**src/design/sls_pkg.sv**
```systemverilog
// package: shared types and constants for the list scheduler
package sls_pkg;

  localparam int IdW   = 8;
  localparam int TimeW = 16;
  localparam int ResW  = 23;

  typedef enum logic [2:0] {
    ST_LOAD,
    ST_SCAN,
    ST_SCAN_END,
    ST_EMIT,
    ST_WAIT
  } state_t;

  typedef struct packed {
    logic [IdW-1:0] ident;
    logic [ResW-1:0] fin;
    logic [ResW-1:0] mspan;
    logic last;
  } result_t;

endpackage

```
**src/design/schrage_list_scheduler.sv**
```systemverilog
// top level: task loader, schedule sequencer and result register
//
// tasks arrive on the s_axis channel, one item per cycle while loading;
// s_axis_tdata = {tail_time, proc_time, release_time, task_id} and s_axis_tlast
// marks the final task of a set (the MAX_TASKS-th task also closes the set).
// after the last task the block runs the schedule and accepts no new task until
// every result of the set has been taken on m_axis.
// m_axis_tdata = {zero pad, makespan, finish_time, sched_id}, m_axis_tlast marks
// the final result.
// each scheduled task takes one scan over the stored set, one decision step and
// one emit step, plus another scan and decision step whenever the clock must
// jump to the next release; the scan reads one stored task per cycle from the
// task memory. results wait in an output register; a stalled receiver holds the
// next result in the emit step. reset empties the set and clears the output
// valid; the task memory itself is not cleared.
module schrage_list_scheduler
  import sls_pkg::*;
#(
  parameter int MAX_TASKS = 64
) (
  input  logic        clk,
  input  logic        rst,
  input  logic        s_axis_tvalid,
  output logic        s_axis_tready,
  // task_id, release_time, proc_time, tail_time from bit 0 up
  input  logic [55:0] s_axis_tdata,
  input  logic        s_axis_tlast,
  output logic        m_axis_tvalid,
  input  logic        m_axis_tready,
  // sched_id, finish_time, makespan, zero pad from bit 0 up
  output logic [55:0] m_axis_tdata,
  output logic        m_axis_tlast
);

  localparam int AW = (MAX_TASKS > 1) ? $clog2(MAX_TASKS) : 1;
  localparam int CW = $clog2(MAX_TASKS + 1);
  localparam int MemW = IdW + 3 * TimeW;

  logic [MemW-1:0] mem [MAX_TASKS];
  logic [MemW-1:0] rd_data;
  logic [AW-1:0]   rd_addr;
  logic            mem_we;

  logic [MAX_TASKS-1:0] done;
  logic [MAX_TASKS-1:0] done_next;

  state_t state, state_next;
  logic [CW-1:0] count, count_next;
  logic [CW-1:0] scan, scan_next;
  logic [CW-1:0] emitted, emitted_next;
  logic [ResW-1:0] clock_time, clock_time_next;
  logic [ResW-1:0] max_del, max_del_next;

  // best ready candidate and earliest pending release of the current scan
  logic            best_ok, best_ok_next;
  logic [AW-1:0]   best_idx, best_idx_next;
  logic [IdW-1:0]  best_id, best_id_next;
  logic [TimeW-1:0] best_proc, best_proc_next;
  logic [TimeW-1:0] best_tail, best_tail_next;
  logic [TimeW-1:0] min_rel, min_rel_next;

  logic    rd_valid, rd_valid_next;
  logic [AW-1:0] rd_idx;

  result_t res, res_next;
  logic    out_valid, out_valid_next;

  logic [IdW-1:0]   r_id;
  logic [TimeW-1:0] r_rel, r_proc, r_tail;
  logic [ResW-1:0]  fin, del;
  logic             load_acc, close_set;

  assign {r_tail, r_proc, r_rel, r_id} = rd_data;

  always_ff @(posedge clk) begin
    if (mem_we) begin
      mem[count[AW-1:0]] <= s_axis_tdata[MemW-1:0];
    end
    rd_data <= mem[rd_addr];
  end

  assign s_axis_tready = (state == ST_LOAD);
  assign load_acc = s_axis_tvalid && s_axis_tready;
  assign mem_we = load_acc;
  assign close_set = s_axis_tlast || (count == CW'(MAX_TASKS - 1));
  assign rd_addr = scan[AW-1:0];

  assign fin = clock_time + ResW'(best_proc);
  assign del = fin + ResW'(best_tail);

  always_comb begin
    state_next = state;
    count_next = count;
    scan_next = scan;
    emitted_next = emitted;
    clock_time_next = clock_time;
    max_del_next = max_del;
    best_ok_next = best_ok;
    best_idx_next = best_idx;
    best_id_next = best_id;
    best_proc_next = best_proc;
    best_tail_next = best_tail;
    min_rel_next = min_rel;
    done_next = done;
    rd_valid_next = 1'b0;
    res_next = res;
    out_valid_next = out_valid && !m_axis_tready;

    case (state)
      ST_LOAD: begin
        if (load_acc) begin
          count_next = count + 1'b1;
          if (close_set) begin
            state_next = ST_SCAN;
            scan_next = '0;
            emitted_next = '0;
            clock_time_next = '0;
            max_del_next = '0;
            done_next = '0;
            best_ok_next = 1'b0;
            min_rel_next = '1;
          end
        end
      end
      ST_SCAN: begin
        if (scan != count) begin
          rd_valid_next = 1'b1;
          scan_next = scan + 1'b1;
        end else if (!rd_valid) begin
          state_next = ST_SCAN_END;
        end
      end
      ST_SCAN_END: begin
        if (best_ok) begin
          state_next = ST_EMIT;
        end else begin
          clock_time_next = ResW'(min_rel);
          state_next = ST_SCAN;
          scan_next = '0;
          min_rel_next = '1;
        end
      end
      ST_EMIT: begin
        if (!out_valid || m_axis_tready) begin
          res_next.ident = best_id;
          res_next.fin = fin;
          res_next.mspan = (del > max_del) ? del : max_del;
          res_next.last = (CW'(emitted + 1'b1) == count);
          out_valid_next = 1'b1;
          max_del_next = res_next.mspan;
          clock_time_next = fin;
          done_next[best_idx] = 1'b1;
          emitted_next = emitted + 1'b1;
          best_ok_next = 1'b0;
          min_rel_next = '1;
          scan_next = '0;
          state_next = res_next.last ? ST_WAIT : ST_SCAN;
        end
      end
      ST_WAIT: begin
        if (!out_valid_next) begin
          state_next = ST_LOAD;
          count_next = '0;
        end
      end
      default: state_next = ST_LOAD;
    endcase

    // scan datapath: entry read last cycle is evaluated now
    if (rd_valid && !done[rd_idx]) begin
      if (ResW'(r_rel) <= clock_time) begin
        if (!best_ok || r_tail > best_tail) begin
          best_ok_next = 1'b1;
          best_idx_next = rd_idx;
          best_id_next = r_id;
          best_proc_next = r_proc;
          best_tail_next = r_tail;
        end
      end else if (r_rel < min_rel) begin
        min_rel_next = r_rel;
      end
    end
  end

  always_ff @(posedge clk) begin
    if (rst) begin
      state <= ST_LOAD;
      count <= '0;
      rd_valid <= 1'b0;
      out_valid <= 1'b0;
      done <= '0;
      best_ok <= 1'b0;
    end else begin
      state <= state_next;
      count <= count_next;
      rd_valid <= rd_valid_next;
      out_valid <= out_valid_next;
      done <= done_next;
      best_ok <= best_ok_next;
    end
    rd_idx <= scan[AW-1:0];
    scan <= scan_next;
    emitted <= emitted_next;
    clock_time <= clock_time_next;
    max_del <= max_del_next;
    best_idx <= best_idx_next;
    best_id <= best_id_next;
    best_proc <= best_proc_next;
    best_tail <= best_tail_next;
    min_rel <= min_rel_next;
    res <= res_next;
  end

  assign m_axis_tvalid = out_valid;
  assign m_axis_tdata = {{(56 - IdW - 2 * ResW){1'b0}}, res.mspan, res.fin, res.ident};
  assign m_axis_tlast = res.last;

  a_no_load_busy: assert property (@(posedge clk) disable iff (rst)
    (state != ST_LOAD) |-> !s_axis_tready)
    else $error("task taken while scheduling");
  a_count_range: assert property (@(posedge clk) disable iff (rst)
    count <= CW'(MAX_TASKS))
    else $error("task count overflow");
  a_emit_best: assert property (@(posedge clk) disable iff (rst)
    (state == ST_EMIT) |-> best_ok)
    else $error("emit without ready task");
  a_mspan_mono: assert property (@(posedge clk) disable iff (rst)
    (state == ST_EMIT && $past(state) == ST_EMIT) |-> $stable(max_del))
    else $error("makespan changed while stalled");

endmodule
```
**config.mk**
```make
export PLATFORM = sky130hd
export DESIGN_NAME = schrage_list_scheduler
export DESIGN_NICKNAME = d
export VERILOG_FILES = /design/src/design/sls_pkg.sv /design/src/design/schrage_list_scheduler.sv
export SDC_FILE = /design/constraint.sdc
export NUM_CORES = 2
export LEC_CHECK = 0
export ABC_AREA = 1
export BUFFER_PORTS_ARGS = -buffer_cell sky130_fd_sc_hd__buf_2
export CORE_MARGIN = 5
export CORE_UTILIZATION = 55
export CTS_CLUSTER_DIAMETER = 40
export DETAILED_ROUTE_END_ITERATION = 8
export MAX_ROUTING_LAYER = met4
export PLACE_DENSITY = 0.71
export SYNTH_ARGS = -nofsm -noshare
export SYNTH_HDL_FRONTEND = slang
export SYNTH_SLANG_ARGS = --single-unit
```
**constraint.sdc**
```tcl
create_clock -name clk -period 10 [get_ports clk]
set_input_delay 2 -clock clk [delete_from_list [all_inputs] [get_ports clk]]
set_output_delay 2 -clock clk [all_outputs]
set_load 0.02 [all_outputs]
```
==> flow_summary.json <==
{
  "clkPwrFrac_pct": 36.9,
  "dieArea_sq_um": 290800,
  "hold_class": "reg -> reg",
  "synth_top_area_share_pct": 73.00,
  "ys_top_cells_by_count": "edfxtp_1, nor2_1, o21ai_0, nand2_1, clkbuf_1",
  "synth-seq-cells": 3900,
  "clk_path_buf_depth": 4,
  "synth_async_sr_flop_share_pct": 0,
  "start_kind": "flip-flop",
  "rsz0062_at_grt": "no",
  "hold_viol_final": 0,
  "power_switching_uw": 15510,
  "clk_pin_slew_worst_paths_ns": 0.06,
  "layout_min_cycle_time_ns": 5.690,
  "wirelength_um": 476800,
  "syn_avg_cell_area_sq_um": 13.16,
  "ir_drop_mv": 0.2567,
  "synth_ff_type": "edfxtp_1",
  "ys_seq_area_share_pct": 75.02,
  "fin_area_sq_um": 174900,
  "ant_nets": 0,
  "drt_iter0_drc": 16127,
  "hold_depth": 0,
  "drc": 0,
  "fmax_ghz": 0.1757,
  "r2r-start": "clock_time[2]",
  "io_buffer_count": 117,
  "core_sq_um": 279100,
  "fin_crit_sh_pct": 56.90,
  "h-tree-depth": 5,
  "required_ns": 10.67,
  "cp_slowest_cell": "xor2_1",
  "tightestPinTransition_ns": 1.378,
  "holdBufCountCts": 0,
  "grt_overflow": 0,
  "synthTopCellsByArea": "edfxtp_1, o21ai_0, nor2_1",
  "p_int_uw": 31630,
  "yosysMostFrequentCell": "edfxtp_1",
  "min-delay-start": "rd_data[6]",
  "rr_worst_depth": 26,
  "synth_edf_count": 3745,
  "avgViaCountPerCell": 6.540,
  "drt-pass1-iter-count": 6,
  "drive_above_1_share_pct": 10.10,
  "whs_endpoint": "best_id[6]",
  "clock_latency_ns": 0.98,
  "vias": 104059,
  "cp_max_fo": 14,
  "routedWlPerCell_um": 29.97,
  "antenna_found_initial": 45,
  "die_w_um": 539.2,
  "grt_pass1_vias": 99842,
  "cts_tree": "yes",
  "postCtsSetupRepairBufs": 0,
  "p_sw_share_pct": 32.91,
  "root_buffer": "clkbuf_16",
  "drv_slew": 0,
  "grt_usage_pct": 32.88,
  "n_fill_cell": 20235,
  "worstPathArrival_ns": 6.36,
  "cts.sinks": 3900,
  "initial_core_util_pct": 55.19,
  "setup-violations-final": 0,
  "fin_tns_setup_ns": 0,
  "die_y_um": 539.2,
  "end_kind": "flip-flop",
  "synth_cell_types": 55,
  "grt_pass1_wl_um": 688200,
  "fin_nets": 11895,
  "status": "complete, no violations",
  "yosysTopAreaCell": "edfxtp_1",
  "cts.repair.resized": 0,
  "netlist_area_sq_um": 154000,
  "timing.rr.end": "max_del[0]",
  "placedInstanceArea_sq_um": 158600,
  "numCtsBuffers": 465,
  "place_hpwl_um": 254700,
  "syn2layout_area_growth_pct": 13.51,
  "drv_cap": 0,
  "slowest_delay_ns": 0.45,
  "rows": 194,
  "r2r_slack_ns": 4.31,
  "leakage_uw": 0.05703,
  "grt_max_degree": 209,
  "io_pins": 120,
  "gp_congestion": 0.8988,
  "worst_slew_margin_rel_pct": 7.860,
  "yosysWarningCount": 0,
  "p_seq_share_pct": 39.8,
  "power_density_nw_per_um2": 269.6,
  "crit_top_cell": "nand2_1",
  "worstSetupPathType": "reg -> reg",
  "syn_inst": 11706,
  "combPwrFrac_pct": 23.3,
  "skew_ns": 0.06161
}
==> worst max path at each step <==
stage | start | endpoint | slack, ns | cells past startpoint
detailed placement | s_axis_tvalid | mem[32][1] | 4.10 | 8
global route | clock_time[2] | max_del[0] | 3.69 | 26
floorplan | s_axis_tvalid | mem[12][0] | 4.46 | 6
CTS | clock_time[2] | max_del[0] | 4.14 | 26
global placement | clock_time[2] | max_del[0] | 4.13 | 26
finish | clock_time[2] | max_del[0] | 4.31 | 26
==> critical path: cells and delay by family (launching register included) <==
family                   cells  cell delay (ns)
AO/OA/AOI/OAI                4             0.83
XOR/XNOR                     1             0.45
adder cells (fa/ha/maj)      3             1.01
buffers and inverters        3             0.44
flip-flops                   1             0.40
AND/OR/NAND/NOR             15             2.27
==> cells by family (layout without fill, tap and decap cells) <==
family          Yosys count  in the layout  synth area share, %
flops                  3900           3900                75.02
compound gates         3312           3312                12.39
simple gates           3301           3301                8.686
buf+inv                1035           1458                2.735
fa+ha+maj               110            110               0.9032
xor+xnor                 47             47               0.2672
other cells               1             59             0.002434
==> state kept, by name, indices dropped and copies added (netlist names) <==
signal	flops
rd_idx	6
count	7
done	64
max_del	23
scan	7
state	3
best_ok	1
best_proc	16
m_axis_tlast	1
emitted	7
rd_valid	1
mem	3584
best_id	8
clock_time	23
min_rel	16
rd_data	56
m_axis_tdata	54
best_idx	6
m_axis_tvalid	1
best_tail	16
==> area by class of cell <==
cell class	instances	area [sq um]	area share (%)
Sequential cell	3900	115600	66.09
Multi-Input combinational cell	6772	34780	19.89
Clock buffer	543	12110	6.926
Tap cell	3724	4659	2.665
Clock inverter	330	4013	2.295
Timing Repair Buffer	349	2665	1.524
Inverter	236	928.4	0.5309
Antenna cell	57	142.6	0.08157
==> stage by stage <==
| stage | total power (uW) | std cells | util [%] | worst slack (ns) | hold WS, ns |
|---|---|---|---|---|---|
| global placement | 29500 | 14981 | 56.81 | 4.125 | 0.3909 |
| finish | 47140 | 15911 | 62.64 | 4.310 | 0.4051 |
| floorplan | 25420 | 11707 | - | 4.456 | 0.3427 |
| detailed placement | 29700 | 14981 | 56.81 | 4.096 | 0.3902 |
| global route | 48750 | 15903 | 62.64 | 3.690 | 0.4216 |
| CTS | 46940 | 15854 | 62.59 | 4.143 | 0.4039 |
==> power by group through the flow <==
stage / clock network (uW) / logic, uW / registers (uW)
after floorplan: 0 / 6680 / 18700
after global placement: 0 / 10400 / 19100
after detailed placement: 0 / 10600 / 19100
after CTS: 17500 / 10700 / 18700
after global routing: 18300 / 11700 / 18700
final: 17400 / 11000 / 18700
==> placed cells by master, fill, tap and decap left out, types with 52 or more instances in the layout <==
| cell | count |
|---|---|
| edfxtp_1 | 3745 |
| nor2_1 | 1954 |
| o21ai_0 | 1900 |
| nand2_1 | 727 |
| o22ai_1 | 550 |
| clkbuf_16 | 467 |
| nand3_1 | 398 |
| o221ai_1 | 348 |
| a21oi_1 | 296 |
| inv_1 | 220 |
| buf_4 | 205 |
| dfxtp_1 | 155 |
| buf_2 | 117 |
| ha_1 | 108 |
| o211ai_1 | 105 |
| nand4_1 | 75 |
| clkinv_2 | 75 |
| nor2_4 | 68 |
| bufinv_16 | 67 |
| clkbuf_1 | 62 |
| diode_2 | 57 |
| clkinv_1 | 52 |
==> layer usage <==
metal  vias up  share of wire [%]  global-route usage [%]
met5         -                  0                       -
met4         0                5.4                   15.95
met3      1273                 13                   7.804
met2      7242                 46                   48.98
met1     51444                 36                   42.96
li1      44100                  -                       -
Note: power is estimated with default switching activity, not from simulation.
